==> src/window_peak_normalize_quantize_core_macros.svh <==
// assertion helpers for the window normalize core
`ifndef WINDOW_PEAK_NORMALIZE_QUANTIZE_CORE_MACROS_SVH
`define WINDOW_PEAK_NORMALIZE_QUANTIZE_CORE_MACROS_SVH

// checked only while out of reset
`define WPNQ_ASSERT_RUN(lbl, prop, msg) \
  lbl: assert property (@(posedge clk_i) disable iff (!rst_ni) prop) else $error(msg);

// checked at every edge, reset included
`define WPNQ_ASSERT_ALWAYS(lbl, prop, msg) \
  lbl: assert property (@(posedge clk_i) prop) else $error(msg);

`endif

==> src/wpnq_pkg.sv <==
`default_nettype none

package wpnq_pkg;

  // result format
  localparam int unsigned Q_WIDTH      = 17;
  localparam int unsigned FRAC_BITS    = 15;
  localparam int unsigned MAX_RES_BITS = 16;
  localparam int unsigned RES_W        = 5;
  localparam int unsigned EXP_W        = 4;
  localparam int unsigned SHIFT_W      = 4;

  // register port
  localparam int unsigned APB_ADDR_W = 4;
  localparam int unsigned APB_DATA_W = 32;
  localparam int unsigned REG_IDX_W  = APB_ADDR_W - 2;

  typedef enum logic [REG_IDX_W-1:0] {
    REG_RESOLUTION = 2'd0
  } reg_idx_e;

  typedef enum logic [2:0] {
    S_FILL,
    S_READ,
    S_START_I,
    S_WAIT_I,
    S_START_Q,
    S_WAIT_Q,
    S_SEND
  } state_e;

endpackage

`default_nettype wire

==> src/wpnq_div.sv <==
`default_nettype none

// serial restoring divider: floor(x * 2^exp / peak), one quotient bit per cycle
module wpnq_div import wpnq_pkg::*; #(
  parameter int unsigned SW = 24
) (
  input  wire logic                 clk_i,
  input  wire logic                 rst_ni,
  input  wire logic                 start_i,
  input  wire logic signed [SW-1:0] x_i,
  input  wire logic        [SW-1:0] peak_i,
  input  wire logic     [EXP_W-1:0] exp_i,
  output logic                      done_o,
  output logic signed [Q_WIDTH-1:0] quot_o
);

  logic                 busy_q;
  logic                 done_q;
  logic [EXP_W:0]       step_q;
  logic [SW:0]          rem_q;
  logic [SW-1:0]        den_q;
  logic [Q_WIDTH-2:0]   quo_q;
  logic                 neg_q;
  logic                 zero_q;

  logic [SW-1:0]        x_mag;
  logic                 bit_ge;
  logic [SW:0]          rem_next;
  logic [Q_WIDTH-1:0]   mag_up;

  assign x_mag    = x_i[SW-1] ? (~x_i + SW'(1)) : x_i;
  assign bit_ge   = rem_q >= {1'b0, den_q};
  assign rem_next = bit_ge ? (rem_q - {1'b0, den_q}) : rem_q;

  always_ff @(posedge clk_i or negedge rst_ni) begin
    if (!rst_ni) begin
      busy_q <= 1'b0;
      done_q <= 1'b0;
      step_q <= '0;
    end else if (start_i) begin
      busy_q <= 1'b1;
      done_q <= 1'b0;
      step_q <= {1'b0, exp_i} + (EXP_W+1)'(1);
    end else if (busy_q) begin
      step_q <= step_q - (EXP_W+1)'(1);
      if (step_q == (EXP_W+1)'(1)) begin
        busy_q <= 1'b0;
        done_q <= 1'b1;
      end
    end else begin
      done_q <= 1'b0;
    end
  end

  always_ff @(posedge clk_i) begin
    if (start_i) begin
      rem_q  <= {1'b0, x_mag};
      den_q  <= peak_i;
      quo_q  <= '0;
      neg_q  <= x_i[SW-1];
      zero_q <= (peak_i == '0);
    end else if (busy_q) begin
      // remainder stays below the divisor, so doubling fits
      rem_q <= {rem_next[SW-1:0], 1'b0};
      quo_q <= {quo_q[Q_WIDTH-3:0], bit_ge};
    end
  end

  // negative operands round toward minus infinity
  assign mag_up = {1'b0, quo_q} + Q_WIDTH'(neg_q && (rem_q != '0));

  always_comb begin
    if (zero_q) begin
      quot_o = '0;
    end else if (neg_q) begin
      quot_o = -$signed(mag_up);
    end else begin
      quot_o = $signed(mag_up);
    end
  end

  assign done_o = done_q;

endmodule

`default_nettype wire

==> src/window_peak_normalize_quantize_core.sv <==
// after the closing sample, per result: a store read, then I then Q on the shared serial
// divider, one quotient bit a cycle, then the send, which output stall can hold; the next
// result waits for the send; throughput: one sample per cycle while a window fills;
// resolution in bits is 1..16, larger acts as 16, 0 gives 16
// reset: async active low; clears sequencer, count, peak and resolution, store is not cleared
`default_nettype none

`include "window_peak_normalize_quantize_core_macros.svh"

module window_peak_normalize_quantize_core import wpnq_pkg::*; #(
  parameter int unsigned WINDOW_DEPTH = 64,
  parameter int unsigned SAMPLE_WIDTH = 24,
  localparam int unsigned SW    = SAMPLE_WIDTH,
  localparam int unsigned IN_W  = ((2 * SW + 7) / 8) * 8,
  localparam int unsigned OUT_W = ((2 * Q_WIDTH + SW + 7) / 8) * 8
) (
  input  wire logic                  clk_i,
  input  wire logic                  rst_ni,
  // sample stream
  input  wire logic                  s_axis_tvalid,
  output logic                       s_axis_tready,
  input  wire logic [IN_W-1:0]       s_axis_tdata,  // in_i, in_q, zero pad
  input  wire logic                  s_axis_tlast,  // in_last
  // result stream
  output logic                       m_axis_tvalid,
  input  wire logic                  m_axis_tready,
  output logic [OUT_W-1:0]           m_axis_tdata,  // out_i, out_q, full_scale, zero pad
  output logic                       m_axis_tlast,  // out_last
  // register port
  input  wire logic                  psel,
  input  wire logic                  penable,
  input  wire logic                  pwrite,
  input  wire logic [APB_ADDR_W-1:0] paddr,
  input  wire logic [APB_DATA_W-1:0] pwdata,
  output logic      [APB_DATA_W-1:0] prdata,
  output logic                       pready
);

  localparam int unsigned AW = (WINDOW_DEPTH > 1) ? $clog2(WINDOW_DEPTH) : 1;
  localparam int unsigned CW = $clog2(WINDOW_DEPTH + 1);

  state_e                state_q, state_d;
  logic [CW-1:0]         cnt_q;
  logic [AW-1:0]         idx_q;
  logic [SW-1:0]         peak_q;
  logic [RES_W-1:0]      adc_q;
  logic signed [Q_WIDTH-1:0] out_i_q;
  logic signed [Q_WIDTH-1:0] out_q_q;

  // sample store, one I/Q pair per entry
  logic [2*SW-1:0]       window_mem [WINDOW_DEPTH];
  logic [2*SW-1:0]       rd_data_q;

  logic                  s_req;
  logic                  m_req;
  logic                  win_full;
  logic                  win_close;
  logic                  last_res;
  logic                  mem_wr;
  logic                  mem_rd;
  logic                  div_start;
  logic                  div_done;
  logic signed [Q_WIDTH-1:0] div_quot;
  logic signed [SW-1:0]  div_x;
  logic signed [SW-1:0]  in_i;
  logic signed [SW-1:0]  in_q;
  logic [SW-1:0]         mag_i;
  logic [SW-1:0]         mag_q;
  logic [SW-1:0]         peak_in;
  logic [RES_W-1:0]      bits_eff;
  logic [EXP_W-1:0]      div_exp;
  logic [SHIFT_W-1:0]    out_shift;
  logic                  reg_wr;

  // ---------------------------------------------------------------- register port
  assign pready = 1'b1;
  assign reg_wr = psel && penable && pwrite && pready &&
                  (paddr[APB_ADDR_W-1:2] == REG_RESOLUTION);

  always_ff @(posedge clk_i or negedge rst_ni) begin
    if (!rst_ni) begin
      adc_q <= '0;
    end else if (reg_wr) begin
      adc_q <= pwdata[RES_W-1:0];
    end
  end

  assign prdata = (paddr[APB_ADDR_W-1:2] == REG_RESOLUTION) ? APB_DATA_W'(adc_q) : '0;

  // resolution above sixteen acts as sixteen; zero means full Q1.15 normalization
  assign bits_eff = (adc_q > RES_W'(MAX_RES_BITS)) ? RES_W'(MAX_RES_BITS) : adc_q;

  always_comb begin
    if (bits_eff == '0) begin
      div_exp   = EXP_W'(FRAC_BITS);
      out_shift = '0;
    end else begin
      div_exp   = EXP_W'(bits_eff - RES_W'(1));
      out_shift = SHIFT_W'(RES_W'(MAX_RES_BITS) - bits_eff);
    end
  end

  // ---------------------------------------------------------------- input side
  assign in_i  = s_axis_tdata[SW-1:0];
  assign in_q  = s_axis_tdata[2*SW-1:SW];
  assign mag_i = in_i[SW-1] ? (~in_i + SW'(1)) : in_i;
  assign mag_q = in_q[SW-1] ? (~in_q + SW'(1)) : in_q;

  // running peak over both parts
  always_comb begin
    peak_in = peak_q;
    if (mag_i > peak_in) begin
      peak_in = mag_i;
    end
    if (mag_q > peak_in) begin
      peak_in = mag_q;
    end
  end

  assign s_axis_tready = (state_q == S_FILL);
  assign s_req         = s_axis_tvalid && s_axis_tready;
  assign win_full      = (cnt_q + CW'(1)) == CW'(WINDOW_DEPTH);
  assign win_close     = s_axis_tlast || win_full;

  // ---------------------------------------------------------------- output side
  assign m_axis_tvalid = (state_q == S_SEND);
  assign m_req         = m_axis_tvalid && m_axis_tready;
  assign last_res      = (CW'(idx_q) + CW'(1)) == cnt_q;
  assign m_axis_tlast  = last_res;
  assign m_axis_tdata  = OUT_W'({peak_q, out_q_q, out_i_q});

  // ---------------------------------------------------------------- sequencer
  always_ff @(posedge clk_i or negedge rst_ni) begin
    if (!rst_ni) begin
      state_q <= S_FILL;
    end else begin
      state_q <= state_d;
    end
  end

  always_comb begin
    state_d   = state_q;
    mem_wr    = 1'b0;
    mem_rd    = 1'b0;
    div_start = 1'b0;
    unique case (state_q)
      S_FILL: begin
        if (s_req) begin
          mem_wr = 1'b1;
          if (win_close) begin
            state_d = S_READ;
          end
        end
      end
      S_READ: begin
        mem_rd  = 1'b1;
        state_d = S_START_I;
      end
      S_START_I: begin
        div_start = 1'b1;
        state_d   = S_WAIT_I;
      end
      S_WAIT_I: begin
        if (div_done) begin
          state_d = S_START_Q;
        end
      end
      S_START_Q: begin
        div_start = 1'b1;
        state_d   = S_WAIT_Q;
      end
      S_WAIT_Q: begin
        if (div_done) begin
          state_d = S_SEND;
        end
      end
      S_SEND: begin
        if (m_req) begin
          state_d = last_res ? S_FILL : S_READ;
        end
      end
      default: begin
        state_d = S_FILL;
      end
    endcase
  end

  // count, peak and read pointer
  always_ff @(posedge clk_i or negedge rst_ni) begin
    if (!rst_ni) begin
      cnt_q  <= '0;
      peak_q <= '0;
      idx_q  <= '0;
    end else if (mem_wr) begin
      cnt_q  <= cnt_q + CW'(1);
      peak_q <= peak_in;
      idx_q  <= '0;
    end else if (m_req) begin
      if (last_res) begin
        // window done, start the next one empty
        cnt_q  <= '0;
        peak_q <= '0;
        idx_q  <= '0;
      end else begin
        idx_q <= idx_q + AW'(1);
      end
    end
  end

  // store: one write port while filling, one registered read while emitting
  always_ff @(posedge clk_i) begin
    if (mem_wr) begin
      window_mem[cnt_q[AW-1:0]] <= {in_q, in_i};
    end
  end

  always_ff @(posedge clk_i) begin
    if (mem_rd) begin
      rd_data_q <= window_mem[idx_q];
    end
  end

  // ---------------------------------------------------------------- shared divider
  assign div_x = (state_q == S_START_Q) ? rd_data_q[2*SW-1:SW] : rd_data_q[SW-1:0];

  wpnq_div #(
    .SW (SW)
  ) u_div (
    .clk_i   (clk_i),
    .rst_ni  (rst_ni),
    .start_i (div_start),
    .x_i     (div_x),
    .peak_i  (peak_q),
    .exp_i   (div_exp),
    .done_o  (div_done),
    .quot_o  (div_quot)
  );

  // quantized level moved up into Q1.15
  always_ff @(posedge clk_i) begin
    if (div_done && (state_q == S_WAIT_I)) begin
      out_i_q <= div_quot <<< out_shift;
    end
    if (div_done && (state_q == S_WAIT_Q)) begin
      out_q_q <= div_quot <<< out_shift;
    end
  end

  // ---------------------------------------------------------------- checks
  `WPNQ_ASSERT_ALWAYS(a_no_overlap,
    !(s_axis_tready && m_axis_tvalid),
    "input and output overlap")
  `WPNQ_ASSERT_RUN(a_cnt_bound,
    cnt_q <= CW'(WINDOW_DEPTH),
    "fill count beyond store depth")
  `WPNQ_ASSERT_RUN(a_empty_peak,
    (cnt_q == '0) |-> (peak_q == '0),
    "peak held with empty window")
  `WPNQ_ASSERT_RUN(a_window_end,
    (m_req && m_axis_tlast) |=> (s_axis_tready && (cnt_q == '0)),
    "window not released after last result")

endmodule

`default_nettype wire
==> config.mk <==
export PLATFORM = sky130hd
export DESIGN_NAME = window_peak_normalize_quantize_core
export DESIGN_NICKNAME = d
export VERILOG_FILES = /design/src/wpnq_pkg.sv /design/src/wpnq_div.sv /design/src/window_peak_normalize_quantize_core.sv
export VERILOG_INCLUDE_DIRS = /design/src /design/src/src
export SDC_FILE = /design/constraint.sdc
export NUM_CORES = 2
export LEC_CHECK = 0
export BUFFER_PORTS_ARGS = -buffer_cell sky130_fd_sc_hd__buf_2
export CORE_MARGIN = 1.5
export CORE_UTILIZATION = 35
export DETAILED_ROUTE_END_ITERATION = 8
export GPL_TIMING_DRIVEN = 0
export REMOVE_ABC_BUFFERS = 1
export SLEW_MARGIN = 0
export SYNTH_ARGS = -nofsm -noshare
export SYNTH_HDL_FRONTEND = slang
export SYNTH_SLANG_ARGS = --single-unit
==> constraint.sdc <==
create_clock -name clk_i -period 13.55 [get_ports clk_i]
set_input_delay 0 -clock clk_i [delete_from_list [all_inputs] [get_ports clk_i]]
set_output_delay 0 -clock clk_i [all_outputs]
set_load 0.01 [all_outputs]
# --- Word-level counts from Yosys, hierarchy flattened ---
# Memories as Yosys holds them, arrays and structs flattened. A register that Yosys moved wholly into a read port is not among the register bits.
# Cells that the tools add are included.
totals:
  register_bits: 153
  latchBits: 0
  mem_bits_rw: 3072
  romBits: 0
  input_bits: 92
  out_inout_bits: 100
  wordCells: 118
  memories: 1
op_classes:
  add_sub_neg: 13
  mul: 0
  n_div: 0
  n_lt_le_gt_ge: 4
  eq_ne: 15
  n_shift: 1
  n_mux: 45
  bitwise: 3
  n_reduce_logical: 20
mem_list:
  columns: ["name", "depth", "word_bits", "rd", "rd_ports_with_merged_regs", "write_ports", "line", "rtl"]
  rows:
  - ["window_mem", 64, 48, 1, 1, 1, "window_peak_normalize_quantize_core.sv:51", "logic [2*SW-1:0] window_mem [WINDOW_DEPTH];"]
op_table:
  columns: ["cell", "count"]
  rows:
  - ["24-bit 2-to-1 mux", 12]
  - ["24-bit by 2-bit adder with 24-bit output, second input constant", 3]
  - ["24-bit inverter", 3]
  - ["24-bit greater-than comparator", 2]
  - ["17-bit 2-to-1 mux", 2]
  - ["25-bit by 24-bit >= comparator with 1-bit output", 1]
  - ["25-bit nonzero test", 1]
  - ["24-bit logical NOT", 1]
  - ["24-bit subtractor", 1]
  - ["7-bit 2-to-1 mux", 3]
  - ["3-bit one-hot mux with 7 select lines", 1]
  - ["5-bit 2-to-1 mux", 4]
  - ["6-bit 2-to-1 mux", 3]
  - ["16-bit by 1-bit adder with 17-bit output", 1]
  - ["17-bit negation", 1]
  - ["17-bit by 4-bit <<< shifter with 17-bit output", 1]
  - ["3-bit 2-to-1 mux", 5]
  - ["1-bit 2-to-1 mux", 13]
  - ["2-bit by 1-bit inequality test with 1-bit output, second input constant", 5]
  - ["3-bit == test, second input constant", 3]
  - ["1-bit logical AND", 8]
  - ["4-bit 2-to-1 mux", 2]
  - ["6-bit by 1-bit adder with 7-bit output, second input constant", 1]
  - ["7-bit by 1-bit adder with 7-bit output, second input constant", 1]
  - ["other kinds (20)", 23]

# --- Longest topological paths before layout ---
depth:
  ltp_word: 8
  depth_mapped: 28
  mapped_depth_nobuf: 25

# --- Modules after synthesis ---
# Synthesis repeated with hierarchy kept, for this count alone.
hier_totals:
  cells_unflattened: 6361
  area_unflattened_um2: 130964.4
by_module_without_submodules:
  columns: ["module", "instances", "cells_each", "area_per_inst_um2", "seq_area_each_um2"]
  rows:
  - ["window_peak_normalize_quantize_core", 1, 5709, 125085.0, 95836.9]
  - ["wpnq_div", 1, 652, 5879.4, 2016.9]

# --- Worst setup path after synthesis ---
# No wires, ideal clock.
synth_path:
  path_kind: "input to register"
  startpoint: "input port s_axis_tdata[4]"
  endpoint: "register peak_q[21]"
  setup_ns: 0.091
  arrival_time_ns: 5.829
  t_required_ns: 13.459
  setup_slack_ns: 7.630
  stages: 25
  path_buffers: 2
  cell_sequence: "or3_1 -> or3_1 -> or2_2 -> o41ai_1 -> xnor2_1 -> ha_1 -> and4_1 -> and3_1 -> o21ai_0 -> a21oi_1 -> o21ai_0 -> a22oi_1 -> clkbuf_1 -> mux2i_1 -> ha_1 -> nor2b_1 -> o21a_1 -> o21a_1 -> o21a_1 -> o21a_1 -> o21a_1 -> o31ai_1 -> nand2_1 -> clkbuf_1 -> o221ai_1"
synth_between:
  elab_chain_len: 8
synth_lines:
  columns: ["element", "line", "rtl"]
  rows:
  - ["start, declared", "window_peak_normalize_quantize_core.sv:22", "input wire logic [IN_W-1:0] s_axis_tdata,"]
  - ["24-bit inverter", "window_peak_normalize_quantize_core.sv:106", "assign mag_i = in_i[SW-1] ? (~in_i + SW'(1)) : in_i;"]
  - ["24-bit by 2-bit adder with 24-bit output", "window_peak_normalize_quantize_core.sv:106", null]
  - ["24-bit 2-to-1 mux (*)", "window_peak_normalize_quantize_core.sv:106", null]
  - ["24-bit greater-than comparator", "window_peak_normalize_quantize_core.sv:112", "if (mag_i > peak_in) begin"]
  - ["24-bit 2-to-1 mux (*)", "window_peak_normalize_quantize_core.sv:112", null]
  - ["24-bit greater-than comparator", "window_peak_normalize_quantize_core.sv:115", "if (mag_q > peak_in) begin"]
  - ["24-bit 2-to-1 mux (*)", "window_peak_normalize_quantize_core.sv:115", null]
  - ["24-bit 2-to-1 mux (*)", "window_peak_normalize_quantize_core.sv:194", "end else if (mem_wr) begin"]
  - ["end signal, assigned", "window_peak_normalize_quantize_core.sv:196", "peak_q <= peak_in;"]
  - ["end, declared", "window_peak_normalize_quantize_core.sv:45", "logic [SW-1:0] peak_q;"]
# Mark *: on every way between the ends. The rest lies on a longest branch, timed or not.
# A chain may end at the register's enable or synchronous reset.

# --- Final worst setup path ---
# Ends and elaborated chain as after synthesis.

==> run_summary.xml <==
<?xml version="1.0" encoding="UTF-8"?>
<metrics>
  <group name="grt">
    <metric name="grt-ovfl-total" unit="">0</metric>
    <metric name="antenna_violations_before_repair" unit="">22</metric>
    <metric name="first_pass_grt_wire_length" unit="mm">501</metric>
    <metric name="grt_max_degree" unit="">89</metric>
    <metric name="global_route.usage.total" unit="">0.189</metric>
    <metric name="first_global_vias" unit="">65500</metric>
  </group>
  <group name="setup_path">
    <metric name="worst-r2r-setup-slack" unit="ns">7.19</metric>
    <metric name="critPathMaxStageDelay" unit="ns">0.84</metric>
    <metric name="timing.critical_path.to_type" unit="">register</metric>
    <metric name="startpoint_type" unit="">primary input</metric>
    <metric name="crit-reg2reg-capture" unit="">peak_q[21]</metric>
    <metric name="timing.reg2reg.worst_path_depth" unit="">20</metric>
    <metric name="critical_path.reg2reg.startpoint" unit="">peak_q[11]</metric>
    <metric name="crit_arrival" unit="ns">8.75</metric>
    <metric name="cp_data_required_time" unit="ns">14.31</metric>
    <metric name="worstSetupPathType" unit="">primary input to register</metric>
    <metric name="cpMaxStageDelayCell" unit="">sky130_fd_sc_hd__nand2_1</metric>
    <metric name="timing.critical_path.fanout_max" unit="">67</metric>
  </group>
  <group name="final_layout">
    <metric name="drive_above_1_share" unit="">0.296</metric>
    <metric name="fin_area" unit="sq um">154000</metric>
    <metric name="design.final.nets" unit="">6594</metric>
    <metric name="combined_area_of_the_multi_input_logic_cells" unit="sq um">31500</metric>
    <metric name="ff_latch_area" unit="sq um">97900</metric>
    <metric name="n_fill_cell" unit="">32000</metric>
    <metric name="layout-area-overhead-vs-synth" unit="%">17.8</metric>
  </group>
  <group name="yosys">
    <metric name="synth_commonest_cells" unit="">3204 x sky130_fd_sc_hd__edfxtp_1, 1008 x sky130_fd_sc_hd__mux4_2, 217 x sky130_fd_sc_hd__clkbuf_1, 171 x sky130_fd_sc_hd__nor2_1, 148 x sky130_fd_sc_hd__nand2_1</metric>
    <metric name="postSynthCellCount" unit="">5932</metric>
    <metric name="mappedNetlistArea" unit="sq um">130000</metric>
    <metric name="synth_area_leaders" unit="">sky130_fd_sc_hd__edfxtp_1 74%, sky130_fd_sc_hd__mux4_2 17%, sky130_fd_sc_hd__dfrtp_1 1.0%, sky130_fd_sc_hd__ha_1 0.80%, sky130_fd_sc_hd__xnor2_1 0.65%</metric>
    <metric name="post_synth_num_cell_types" unit="">83</metric>
    <metric name="synth_edf_count" unit="">3204</metric>
    <metric name="synth-warning-count" unit="">0</metric>
    <metric name="synth_top_cell_area_share" unit="">0.737</metric>
    <metric name="synth_register_bits" unit="">3273</metric>
    <metric name="async_flop_share" unit="">0.0159</metric>
    <metric name="ys_seq_area_frac" unit="">0.750</metric>
    <metric name="yosys.cell_count.top_type" unit="">sky130_fd_sc_hd__edfxtp_1</metric>
    <metric name="postSynth.topFlopCell" unit="">sky130_fd_sc_hd__edfxtp_1</metric>
    <metric name="synth.avg_cell_area" unit="sq um">22.0</metric>
    <metric name="netlist.top_cell.by_area" unit="">sky130_fd_sc_hd__edfxtp_1</metric>
  </group>
  <group name="placement">
    <metric name="dp_hpwl" unit="mm">234</metric>
    <metric name="number_of_buffers_added_on_ports" unit="">128</metric>
    <metric name="gp_congestion" unit="">0.873</metric>
    <metric name="placedInstanceArea" unit="sq um">142000</metric>
  </group>
  <group name="detailed_routing">
    <metric name="vias" unit="">65500</metric>
    <metric name="route.final.wire_length" unit="mm">359</metric>
    <metric name="drt_drc_violations_left" unit="">0</metric>
    <metric name="avgViaCountPerCell" unit="">5.62</metric>
    <metric name="wl_per_cell" unit="microns">30.8</metric>
    <metric name="ant_nets" unit="">0</metric>
    <metric name="dr.first_iter.drc_count" unit="">9384</metric>
    <metric name="count_of_tritonroute_iterations_in_the_first_routing_pass" unit="">6</metric>
  </group>
  <group name="clock_network">
    <metric name="cts_num_sinks" unit="">3273</metric>
    <metric name="ctsHtreeMaxLevel" unit="">5</metric>
    <metric name="clkTransAtPathRegs" unit="ns">0.06</metric>
    <metric name="clkLatencyLatePin" unit="ns">0.90</metric>
    <metric name="tritoncts_clock_tree" unit="">yes</metric>
    <metric name="ctsLongestPathBuffers" unit="">4</metric>
    <metric name="tritoncts.num_buffers" unit="">337</metric>
    <metric name="root_buffer" unit="">sky130_fd_sc_hd__clkbuf_16</metric>
  </group>
  <group name="timing">
    <metric name="report.final.setup_viol" unit="">0</metric>
    <metric name="unrepaired_setup_endpoints_after_global_routing" unit="">false</metric>
    <metric name="fmax" unit="GHz">0.125</metric>
    <metric name="total_count_of_hold_check_failures_in_the_final_report" unit="">0</metric>
    <metric name="timing.final.crit_period" unit="ns">7.99</metric>
    <metric name="hold-worst-slack" unit="ns">0.137</metric>
    <metric name="fin_crit_sh" unit="">0.590</metric>
    <metric name="fin_tns_setup" unit="ns">0</metric>
    <metric name="slew_headroom" unit="">0.0918</metric>
    <metric name="final-max-slew-violation-count" unit="">0</metric>
    <metric name="tightest_slew" unit="ns">1.36</metric>
    <metric name="timing.clock.skew" unit="ns">0.0804</metric>
  </group>
  <group name="floorplanning">
    <metric name="start_util" unit="">0.351</metric>
    <metric name="die_area" unit="sq um">376000</metric>
    <metric name="die_x" unit="microns">614</metric>
    <metric name="fp-row-count" unit="">224</metric>
    <metric name="core_region_area" unit="sq um">372000</metric>
    <metric name="dieHeight" unit="microns">614</metric>
    <metric name="count_of_pins_on_the_block_boundary" unit="">192</metric>
  </group>
  <group name="min_path">
    <metric name="hold_end" unit="">state_q[0]</metric>
    <metric name="timing.hold.worst.start" unit="">m_axis_tready</metric>
    <metric name="hold_class" unit="">primary input to register</metric>
    <metric name="timing.hold.worst_path_depth" unit="">4</metric>
  </group>
  <group name="pwr">
    <metric name="total_power" unit="W">0.0206</metric>
    <metric name="vdd_ir_drop_max" unit="uV">99.0</metric>
    <metric name="power_density" unit="nW/um^2">134</metric>
    <metric name="p_leak" unit="nW">46.4</metric>
  </group>
  <group name="flow_run">
    <metric name="total_of_max_cap_violations" unit="">0</metric>
  </group>
  <group name="status">
    <metric name="run_status" unit="">finished, final reports clean</metric>
  </group>
</metrics>
[worst max-delay path by stage]
| stage | startpoint | endpoint |
|---|---|---|
| floorplan | idx_q[0] | idx_q[0] |
| global placement | idx_q[0] | idx_q[0] |
| detailed placement | s_axis_tdata[4] | peak_q[21] |
| CTS | s_axis_tdata[4] | peak_q[21] |
| global route | s_axis_tdata[4] | peak_q[21] |
| finish | s_axis_tdata[4] | peak_q[21] |
[registers in the layout, indices dropped and copies added (netlist names), 5 cells and up]
name / count
peak_q: 24
u_div.rem_q: 25
u_div.den_q: 24
window_mem: 3072
u_div.step_q: 5
u_div.quo_q: 16
out_q_q: 17
cnt_q: 7
adc_q: 5
rd_data_q: 48
out_i_q: 17
idx_q: 6
[report_power, final]
| group | switching (W) | internal, W |
|---|---|---|
| Clock | 0.00386 | 0.00511 |
| Sequential | 0.00000657 | 0.0111 |
| Combinational | 0.000337 | 0.000128 |
| Total | 0.00420 | 0.0164 |
[layout by cell type, fill, tap and decap left out, types with 14 or more instances in the layout]
cell type | netlist | routed
sky130_fd_sc_hd__clkbuf_1 | 217 | 71
sky130_fd_sc_hd__nand2b_1 | 17 | 16
sky130_fd_sc_hd__nor2_4 | 0 | 64
sky130_fd_sc_hd__buf_16 | 0 | 91
sky130_fd_sc_hd__nor3_1 | 34 | 34
sky130_fd_sc_hd__a211oi_1 | 15 | 15
sky130_fd_sc_hd__clkinv_2 | 0 | 61
sky130_fd_sc_hd__o21a_1 | 16 | 16
sky130_fd_sc_hd__nor2_1 | 171 | 105
sky130_fd_sc_hd__nand3_1 | 35 | 35
sky130_fd_sc_hd__a21oi_1 | 64 | 63
sky130_fd_sc_hd__nor4_1 | 23 | 23
sky130_fd_sc_hd__dfxtp_1 | 17 | 17
sky130_fd_sc_hd__nand4_1 | 35 | 35
sky130_fd_sc_hd__buf_2 | 5 | 126
sky130_fd_sc_hd__o31ai_1 | 25 | 25
sky130_fd_sc_hd__dlygate4sd3_1 | 0 | 68
sky130_fd_sc_hd__xnor2_1 | 97 | 97
sky130_fd_sc_hd__xor2_1 | 23 | 23
sky130_fd_sc_hd__buf_12 | 0 | 165
sky130_fd_sc_hd__inv_1 | 77 | 76
sky130_fd_sc_hd__and2_1 | 16 | 14
sky130_fd_sc_hd__conb_1 | 2 | 34
sky130_fd_sc_hd__o21ai_0 | 81 | 81
sky130_fd_sc_hd__mux4_2 | 1008 | 1008
sky130_fd_sc_hd__mux2i_1 | 70 | 69
sky130_fd_sc_hd__clkbuf_16 | 0 | 340
sky130_fd_sc_hd__or3_1 | 23 | 23
sky130_fd_sc_hd__bufinv_16 | 0 | 25
sky130_fd_sc_hd__a21o_1 | 24 | 23
sky130_fd_sc_hd__ha_1 | 83 | 83
sky130_fd_sc_hd__dfrtp_1 | 52 | 46
sky130_fd_sc_hd__clkinv_1 | 1 | 66
sky130_fd_sc_hd__a31oi_1 | 30 | 30
sky130_fd_sc_hd__nand2_1 | 148 | 148
sky130_fd_sc_hd__nor2b_1 | 14 | 14
sky130_fd_sc_hd__o211ai_1 | 24 | 24
sky130_fd_sc_hd__edfxtp_1 | 3204 | 3204
[cells by family after synthesis]
logic type      synth area share
other cells            0.0000576
flops                      0.750
simple gates              0.0214
fa+ha+maj                0.00811
mux                        0.180
compound gates            0.0187
buf+inv                   0.0133
xor+xnor                 0.00823
[layout make-up]
type / instances / share of cell area
Clock buffer: 412 / 0.0572
Inverter: 78 / 0.00190
Clock inverter: 187 / 0.0113
Multi-Input combinational cell: 2266 / 0.205
Tap cell: 4972 / 0.0405
Timing Repair Buffer: 462 / 0.0472
Sequential cell: 3273 / 0.637
Antenna cell: 4 / 0.0000651
[critical path: cells and delay by family]
kind | cells | cell delay [ns]
AOI/OAI and AO/OA | 13 | 3.56
xor gates and xnor gates | 1 | 0.16
adders and majority gates | 2 | 0.64
buffers and inverters | 3 | 1.33
muxes | 1 | 0.27
and+or+nand+nor | 7 | 2.71
[repair_timing]
action,CTS,global route
buffers inserted,0,0
hold buffers,67,2
gates resized for setup,0,0
endpoints found under the hold margin,2868,128
[through the flow]
| step | cells | setup slack (ns) | utilization |
|---|---|---|---|
| after global placement | 10700 | -34.07 | 0.366 |
| after CTS | 11600 | 5.70 | 0.413 |
| after floorplan | 5617 | -18.90 | - |
| after detailed placement | 11000 | 5.39 | 0.383 |
| final | 11700 | 5.56 | 0.414 |
| after global routing | 11700 | 5.15 | 0.414 |
[routing by layer]
| metal | vias to the layer above | routed length [microns] | part of all wire | GRT usage |
|---|---|---|---|---|
| met5 | - | 21 | 0.000059 | 0 |
| met4 | 4 | 14000 | 0.039 | 0.0675 |
| met3 | 665 | 32800 | 0.092 | 0.0384 |
| met2 | 3309 | 166000 | 0.46 | 0.293 |
| met1 | 35400 | 146000 | 0.41 | 0.263 |
| li1 | 26100 | - | - | - |
No activity file was read; power rests on OpenSTA's default activity.
